[src/design/dq_pkg.sv]
// shared types and constants of the double-ended queue
package dq_pkg;

  localparam int DEPTH  = 16;
  localparam int DATA_W = 32;
  localparam int CNT_W  = $clog2(DEPTH + 1);
  localparam int OP_W   = 3;
  localparam int ST_W   = 2;

  typedef enum logic [OP_W-1:0] {
    OP_PUSH_BACK  = 3'd0,
    OP_PUSH_FRONT = 3'd1,
    OP_POP_FRONT  = 3'd2,
    OP_POP_BACK   = 3'd3,
    OP_CLEAR      = 3'd4,
    OP_QUERY      = 3'd5
  } op_t;

  typedef enum logic [ST_W-1:0] {
    ST_OK    = 2'd0,
    ST_FULL  = 2'd1,
    ST_EMPTY = 2'd2
  } status_t;

  // per-cycle command broadcast to every cell, at most one bit set
  typedef struct packed {
    logic push_back;
    logic push_front;
    logic pop_front;
    logic pop_back;
    logic clear;
  } cell_ctl_t;

endpackage

[src/design/double_ended_queue.sv]
// top level of the double-ended queue: command decode, cell chain and result register
//
// usage
//   s_axis carries one operation per transaction: op code and a data word.
//   m_axis returns one result per operation: front word, back word, entry
//   count, empty flag and status (ok, push rejected as full, pop rejected
//   as empty). front and back words read as zero while the queue is empty.
// timing and throughput
//   the result of an operation is registered at the accepting edge and is
//   valid on m_axis from the next cycle. one operation is taken every
//   clock while no result is held back on m_axis; the whole cell row is
//   updated at once, each cell looking at its two neighbors, the command and the input word.
// reset
//   rst (synchronous, active high) clears every occupied flag and the
//   count, so the queue starts empty; no result is pending after reset.
// stall
//   a held result stays on m_axis until taken; s_axis_tready drops only
//   while a result waits and m_axis_tready is low.
module double_ended_queue (
  input  logic        clk,
  input  logic        rst,
  input  logic        s_axis_tvalid,
  output logic        s_axis_tready,
  input  logic [39:0] s_axis_tdata,   // op[2:0], value[34:3], zero fill
  output logic        m_axis_tvalid,
  input  logic        m_axis_tready,
  output logic [71:0] m_axis_tdata    // first_value[31:0], last_value[63:32],
                                      // entry_count[68:64], is_empty[69],
                                      // status[71:70]
);

  // input fields
  dq_pkg::op_t               op;
  logic [dq_pkg::DATA_W-1:0] value;

  // handshake
  logic accept;

  // queue state: the row of cells is front-aligned, cell 0 holds the front
  logic [dq_pkg::DATA_W-1:0] cell_data      [dq_pkg::DEPTH];
  logic [dq_pkg::DATA_W-1:0] cell_data_next [dq_pkg::DEPTH];
  logic [dq_pkg::DEPTH-1:0]  occ;
  logic [dq_pkg::DEPTH-1:0]  occ_next;
  logic [dq_pkg::DEPTH-1:0]  tail_mark;
  logic [dq_pkg::CNT_W-1:0]  held_count;
  logic [dq_pkg::CNT_W-1:0]  held_count_next;

  // command decode
  dq_pkg::cell_ctl_t ctl;
  dq_pkg::status_t   status_next;
  logic              full;
  logic              empty;

  // result assembly
  logic [dq_pkg::DATA_W-1:0] first_next;
  logic [dq_pkg::DATA_W-1:0] last_next;

  // result register
  logic [dq_pkg::DATA_W-1:0] first_value;
  logic [dq_pkg::DATA_W-1:0] last_value;
  logic [dq_pkg::CNT_W-1:0]  entry_count;
  logic                      is_empty;
  dq_pkg::status_t           status;

  assign op    = dq_pkg::op_t'(s_axis_tdata[2:0]);
  assign value = s_axis_tdata[34:3];

  // output register frees up in the same cycle it is drained
  assign s_axis_tready = !m_axis_tvalid || m_axis_tready;
  assign accept        = s_axis_tvalid && s_axis_tready;

  assign full  = occ[dq_pkg::DEPTH-1];
  assign empty = !occ[0];

  always_comb begin
    ctl             = '0;
    status_next     = dq_pkg::ST_OK;
    held_count_next = held_count;
    case (op)
      dq_pkg::OP_PUSH_BACK, dq_pkg::OP_PUSH_FRONT: begin
        if (full) begin
          status_next = dq_pkg::ST_FULL;
        end else begin
          ctl.push_back   = (op == dq_pkg::OP_PUSH_BACK);
          ctl.push_front  = (op == dq_pkg::OP_PUSH_FRONT);
          held_count_next = held_count + 1'b1;
        end
      end
      dq_pkg::OP_POP_FRONT, dq_pkg::OP_POP_BACK: begin
        if (empty) begin
          status_next = dq_pkg::ST_EMPTY;
        end else begin
          ctl.pop_front   = (op == dq_pkg::OP_POP_FRONT);
          ctl.pop_back    = (op == dq_pkg::OP_POP_BACK);
          held_count_next = held_count - 1'b1;
        end
      end
      dq_pkg::OP_CLEAR: begin
        ctl.clear       = 1'b1;
        held_count_next = '0;
      end
      default: begin
        // query and unused codes leave the queue as it is
      end
    endcase
    // nothing moves unless a transaction is taken
    if (!accept) begin
      ctl = '0;
    end
  end

  // chain of cells; the front cell sees the incoming word as its left
  // neighbor, the back cell sees an empty right neighbor
  for (genvar i = 0; i < dq_pkg::DEPTH; i++) begin : g_cell
    logic [dq_pkg::DATA_W-1:0] prev_data;
    logic                      prev_occ;
    logic [dq_pkg::DATA_W-1:0] next_data;
    logic                      next_occ;

    if (i == 0) begin : g_front
      assign prev_data = value;
      assign prev_occ  = 1'b1;
    end else begin : g_mid_l
      assign prev_data = cell_data[i-1];
      assign prev_occ  = occ[i-1];
    end

    if (i == dq_pkg::DEPTH - 1) begin : g_back
      assign next_data = '0;
      assign next_occ  = 1'b0;
    end else begin : g_mid_r
      assign next_data = cell_data[i+1];
      assign next_occ  = occ[i+1];
    end

    dq_cell u_cell (
      .clk       (clk),
      .rst       (rst),
      .ctl       (ctl),
      .value     (value),
      .prev_data (prev_data),
      .prev_occ  (prev_occ),
      .next_data (next_data),
      .next_occ  (next_occ),
      .data      (cell_data[i]),
      .occ       (occ[i]),
      .data_next (cell_data_next[i]),
      .occ_next  (occ_next[i])
    );
  end

  // the back entry is the last occupied cell of the row
  assign tail_mark = occ_next & ~(occ_next >> 1);

  always_comb begin
    first_next = occ_next[0] ? cell_data_next[0] : '0;
    last_next  = '0;
    for (int i = 0; i < dq_pkg::DEPTH; i++) begin
      last_next = last_next | ({dq_pkg::DATA_W{tail_mark[i]}} & cell_data_next[i]);
    end
  end

  always_ff @(posedge clk) begin
    if (rst) begin
      held_count    <= '0;
      m_axis_tvalid <= 1'b0;
    end else begin
      if (accept) begin
        held_count    <= held_count_next;
        m_axis_tvalid <= 1'b1;
      end else if (m_axis_tready) begin
        m_axis_tvalid <= 1'b0;
      end
    end
  end

  always_ff @(posedge clk) begin
    if (accept) begin
      first_value <= first_next;
      last_value  <= last_next;
      entry_count <= held_count_next;
      is_empty    <= (held_count_next == '0);
      status      <= status_next;
    end
  end

  assign m_axis_tdata = {status, is_empty, entry_count, last_value, first_value};

`ifndef SYNTH
  // occupied flags and the count register must agree
  a_count_matches: assert property (@(posedge clk) disable iff (rst)
    $countones(occ) == held_count)
    else $error("occupied cells disagree with entry count");

  // occupied cells form one unbroken run from the front
  a_front_aligned: assert property (@(posedge clk) disable iff (rst)
    (occ & (occ + 1'b1)) == '0)
    else $error("gap in the occupied cells");

  // a full rejection is only reported with a full queue
  a_full_report: assert property (@(posedge clk) disable iff (rst)
    (m_axis_tvalid && status == dq_pkg::ST_FULL) |-> (entry_count == dq_pkg::DEPTH))
    else $error("full status with room left");

  // an accepted push into a non-full queue adds exactly one entry
  a_push_grows: assert property (@(posedge clk) disable iff (rst)
    (accept && !full && (op == dq_pkg::OP_PUSH_BACK || op == dq_pkg::OP_PUSH_FRONT))
    |=> (held_count == $past(held_count) + 1'b1))
    else $error("push did not add one entry");
`endif

endmodule

[src/design/dq_cell.sv]
// one storage cell of the queue chain, holds one entry and its occupied flag
module dq_cell (
  input  logic                        clk,
  input  logic                        rst,
  input  dq_pkg::cell_ctl_t           ctl,
  input  logic [dq_pkg::DATA_W-1:0]   value,
  input  logic [dq_pkg::DATA_W-1:0]   prev_data,
  input  logic                        prev_occ,
  input  logic [dq_pkg::DATA_W-1:0]   next_data,
  input  logic                        next_occ,
  output logic [dq_pkg::DATA_W-1:0]   data,
  output logic                        occ,
  output logic [dq_pkg::DATA_W-1:0]   data_next,
  output logic                        occ_next
);

  always_comb begin
    data_next = data;
    occ_next  = occ;
    if (ctl.clear) begin
      occ_next = 1'b0;
    end else if (ctl.push_front) begin
      // whole row moves one cell toward the back
      data_next = prev_data;
      occ_next  = prev_occ;
    end else if (ctl.pop_front) begin
      // whole row moves one cell toward the front
      data_next = next_data;
      occ_next  = next_occ;
    end else if (ctl.push_back) begin
      if (!occ && prev_occ) begin
        data_next = value;
        occ_next  = 1'b1;
      end
    end else if (ctl.pop_back) begin
      if (occ && !next_occ) begin
        occ_next = 1'b0;
      end
    end
  end

  always_ff @(posedge clk) begin
    data <= data_next;
    if (rst) begin
      occ <= 1'b0;
    end else begin
      occ <= occ_next;
    end
  end

endmodule
[config.mk]
export PLATFORM = sky130hd
export DESIGN_NAME = double_ended_queue
export DESIGN_NICKNAME = d
export VERILOG_FILES = /design/src/design/dq_pkg.sv /design/src/design/double_ended_queue.sv /design/src/design/dq_cell.sv
export SDC_FILE = /design/constraint.sdc
export NUM_CORES = 2
export LEC_CHECK = 0
export ABC_AREA = 1
export ABC_CLOCK_PERIOD_IN_PS = 4540
export CAP_MARGIN = 20
export CORE_MARGIN = 1
export CORE_UTILIZATION = 31
export CTS_BUF_LIST = sky130_fd_sc_hd__clkbuf_4
export DETAILED_ROUTE_END_ITERATION = 10
export DONT_BUFFER_PORTS = 1
export SKIP_CTS_REPAIR_TIMING = 1
export SYNTH_ARGS = -nofsm -noshare
export SYNTH_HDL_FRONTEND = slang
export SYNTH_HIERARCHICAL = 1
export SYNTH_SLANG_ARGS = --single-unit
[constraint.sdc]
create_clock -name clk -period 4.54 [get_ports clk]
set_clock_uncertainty 0.15 [all_clocks]
set_input_delay 0 -clock clk [delete_from_list [all_inputs] [get_ports clk]]
set_output_delay 0 -clock clk [all_outputs]
set_load 0.01 [all_outputs]
After elaboration in Yosys (flattened, before gate mapping)
Index checks and enable logic that the tools add are counted.
Storage, ports and cells
  flip-flop bits (word level): 606
  bits of input ports: 44
  output and inout bits: 74
  logic and storage cells: 320
Cells by class
  add/subtract/negate cells: 2
  eq/ne operators: 4
  muxes and demuxes: 204
  bitwise operators: 33
  reduce and logical (&&, ||, !) cells: 38
Operators by type and width (number)
  two-way mux 32 bit: 80
  AND 32 bit: 16
  OR 32 bit: 15
  two-way mux 1 bit: 114
  AND 16 bit: 1
  logical AND 1 bit: 16
  zero test 1 bit: 16
  inverter 15 -> 16 bit: 1
  two-way mux 5 bit: 3
  case mux 5 bit (3 select lines): 1
  two-way mux 2 bit: 5
  equality test 3 x 2 -> 1 bit (second input constant): 2
  adder 5 x 1 -> 5 bit (second input constant): 1
  zero test 5 bit: 1
  subtractor 5 x 1 -> 5 bit (second input constant): 1
  case mux 2 bit (2 select lines): 1
  OR reduction 2 bit: 2
  equality test 3 x 1 -> 1 bit (second input constant): 1
  equality test 3 bit (second input constant): 1
  zero test 3 bit: 1
  nonzero test 2 bit: 1
  logical OR 1 bit: 1

Logic depth before layout (Yosys ltp)
  depth in word-level cells: 27
  gate-level depth with buffers: 22
  mapped depth without buffers: 20

Modules after synthesis
The synthesis kept the hierarchy.
Modules (own cells, without submodules)
  dq_cell: times used 16, cells an instance 463, area an instance 2379.8 µm², seq. area each 660.6 µm²
  double_ended_queue: times used 1, cells an instance 989, area an instance 6546.3 µm², seq. area each 2282.2 µm²

Worst setup path before layout
OpenSTA, ideal clock, no wires.
  path kind: reg-to-reg
  start: register m_axis_tvalid
  end: register last_value[11] (netlist name) (data pin)
  data arrival time: 4445 ps
  path slack: -323 ps
  cell stages (with the launch flop): 15
  cells stage by stage: dfxtp_1 nand2_1 nand2_1 nor3_1 nand2_1 nor2_2 buf_2 nand2_1 nand3_1 nand2_1 nand2_1 nand2_1 a22o_1 nor3_1 nand3_1
RTL lines
  start, declared: line double_ended_queue.sv:25  | output logic m_axis_tvalid,
  start signal, assigned: line double_ended_queue.sv:166  | m_axis_tvalid <= 1'b0;
  start signal, assigned: line double_ended_queue.sv:170  | m_axis_tvalid <= 1'b1;
  start signal, assigned: line double_ended_queue.sv:172  | m_axis_tvalid <= 1'b0;
  end signal, assigned: line double_ended_queue.sv:180  | last_value <= last_next;
  end, declared: line double_ended_queue.sv:60  | logic [dq_pkg::DATA_W-1:0] last_value;

==> reports/results.ini <==
[global_route]
overflow=0
antenna_found_initial=20
grt_pass1_vias=44674
grt_max_degree=145
grt_first_pass_wirelength_mm=268
groute.usage.overall_pct=23.3

[power]
power.share.clock_pct=26.2
power_mw=21.5
power_density_nw_per_um2=431
p_sw_mw=8.96
leakage_nw=28.6
p_int_mw=12.5
swShare_pct=41.7
seqPwrFrac_pct=42.7
ir_worst_vdd_mv=0.252
combPwrFrac_pct=31.1

[setup_path]
timing.rr.start=m_axis_tvalid
worstReg2RegEnd=last_value[31]
cp.arrival_ns=5.20
endpoint_kind=flip-flop
rrSetupSlack_ns=0.25
worst-path-max-fanout=30
reg2reg_depth=20
worstSetupStartpointType=flip-flop
cp.required_ns=5.45
setup.worst_path.class=flip-flop to flip-flop

[placed_design]
gp_congestion=0.928
numPortBuffers=0
dpl_cell_area_um2=46800
dp.cells=10028
dp_hpwl_mm=120
place_ws_ns=0.535

[route]
viasPerCell=4.86
ant_nets=0
drtIter0Drc=5488
num_vias=50681
wirelength_mm=176
drtPass1Iterations=8
detail_route.wl_per_cell_um=16.9
drc=0

[sta]
slew_violations=0
whs_ns=-0.0324
finalCritPeriodShare_pct=94.5
worst_pin_slew_ns=1.14
setup_violations=0
period_minus_slack_ns=4.29
slew_headroom_pct=24.1
grt_setup_unrepaired=false
hold_violations=13
timing.fmax_mhz=233
tns_ns=0
fin_ws_ns=0.250

[cells_and_area]
final_cells=10434
nets=8438
n_fill_cell=15768
final_core_util_pct=35.1
drive_gt1_share_pct=6.31
design_area_um2=49800
area_growth_pct=11.7

[synth]
avgSynthCellArea_um2=5.31
yosysWarnings=6
ys_top_cells_by_area=nand2_1 31%, dfxtp_1 24%, inv_1 10%, nor2_1 9.3%, nand3_1 6.6%
yosysSeqAreaShare_pct=28.8
synth_common_cells=3639 x nand2_1, 1191 x inv_1, 1109 x nor2_1, 586 x nand3_1, 534 x dfxtp_1
postSynthCellCount=8397
ys.flop_type=dfxtp_1
ys_types=33
ys_seq_elements=606
synth-edff-count=72
synth.top_cell.area_share_pct=30.6
synth_area_um2=44600
yosys.area.top_type=nand2_1
async_reset_ff_share_pct=0
synth_most_common_cell=nand2_1

[clock_network]
cts_tree=built
clock_latency_ns=1.23
cts-htree-levels=4
clk_path_buf_depth=3
cts_buffers=182
cts_root_buf=clkbuf_4
clock-sinks=606
clk_pin_slew_ns=0.07

[floorplan]
die_area_um2=145000
core-area_um2=142000
die_h_um=381
die_x_um=381
io_pins=118
start_util_pct=31.4
rows=138

[run]
maxCapViolCount=0

[run_status]
violations=hold timing
status=complete, but fails checks

[hold_path]
min_path_cells=7
min_path_type=input pin to flip-flop
worstHoldEndpoint=g_cell[5].u_cell/data[26]
hp-start=s_axis_tdata[29]

sequential cells by signal, indices dropped and copies added, names as in the netlist:
name and count:
g_cell.u_cell/data 512, first_value 32, last_value 32, g_cell.u_cell/occ 16
entry_count 5, held_count 5, status 2, is_empty 1
m_axis_tvalid 1
power groups by stage:
stage / Combinational (mW) / Clock [mW] / Sequential, mW
after floorplan: 4.94 / 0 / 8.66
after global placement: 6.14 / 0 / 9.17
after detailed placement: 6.34 / 0 / 9.23
after CTS: 6.37 / 5.75 / 9.13
after global routing: 7.72 / 6.03 / 9.46
final: 6.67 / 5.63 / 9.18
worst max-delay path by stage:
| stage | slack (ns) | endpoint | startpoint |
|---|---|---|---|
| global route | 0.03 | last_value[31] | m_axis_tvalid |
| finish | 0.25 | last_value[31] | m_axis_tvalid |
| detailed placement | 0.53 | last_value[27] | m_axis_tvalid |
| global placement | 0.51 | last_value[27] | m_axis_tvalid |
| floorplan | 0.05 | last_value[30] | m_axis_tvalid |
| CTS | 0.50 | last_value[7] | m_axis_tvalid |
cell usage in the layout (no fill, tap or decap), types with 3 or more instances in the layout:
cell type | netlist | layout
a211oi_1 | 14 | 14
a21oi_1 | 528 | 528
a221oi_1 | 27 | 27
a22o_1 | 26 | 26
buf_12 | 0 | 21
buf_4 | 2 | 170
clkbuf_4 | 0 | 274
clkinv_1 | 33 | 67
clkinv_2 | 0 | 3
clkinvlp_4 | 0 | 3
conb_1 | 2 | 36
dfxtp_1 | 534 | 534
diode_2 | 0 | 14
dlygate4sd3_1 | 0 | 68
edfxtp_1 | 72 | 72
inv_1 | 1191 | 1190
inv_2 | 7 | 10
nand2_1 | 3639 | 3639
nand2_2 | 3 | 3
nand3_1 | 586 | 574
nand3_2 | 0 | 12
nand3b_1 | 8 | 8
nand4_1 | 30 | 30
nor2_1 | 1109 | 1100
nor2_2 | 19 | 6
nor2_4 | 1 | 23
nor3_1 | 28 | 24
nor3_2 | 0 | 3
o2111ai_1 | 20 | 20
o21ai_0 | 28 | 28
cell families after synthesis:
| logic type | Yosys count | synth area share, % |
|---|---|---|
| compound gates | 647 | 7.99 |
| xor+xnor | 2 | 0.0393 |
| fa+ha+maj | 2 | 0.0561 |
| buf+inv | 1713 | 15.3 |
| flops | 606 | 28.8 |
| other cells | 2 | 0.0168 |
| simple gates | 5425 | 47.8 |
critical path, stage by stage (launching register included):
cell and delay [ns]:
dfxtp_1 0.31, nand2_1 0.14, nand2_1 0.19, buf_4 0.22
nor3_2 0.20, buf_12 0.25, clkinv_1 0.14, nor2_1 0.11
nor2_1 0.05, dlygate4sd3_1 0.57, nand2_1 0.09, clkinv_1 0.08
inv_1 0.07, nand2_2 0.11, inv_2 0.68, buf_4 0.39
nand2_1 0.08, nand2_1 0.06, a211oi_1 0.06, buf_4 0.16
nand3_1 0.07
per-layer routing:
layer	part of all wire [%]	wire length, um	track usage, %	vias up
met1	45	78600	32.6	22570
met2	42	73800	34.6	2392
met5	0.090	158	0.165	-
li1	-	-	-	25347
met3	11	18800	5.58	352
met4	2.8	4980	7.73	20
final cells by class:
class / instances / area [um^2] / share of cell area [%]
clock buffer: 274 / 2060 / 4.13
tap: 1890 / 2360 / 4.74
clock inverter: 48 / 263 / 0.527
antenna: 14 / 35.0 / 0.0703
sequential: 606 / 12900 / 25.8
timing repair buffer: 259 / 2380 / 4.77
multi-input combinational: 6112 / 25300 / 50.7
inverter: 1231 / 4620 / 9.28
Power figures use the tool's default switching activity.
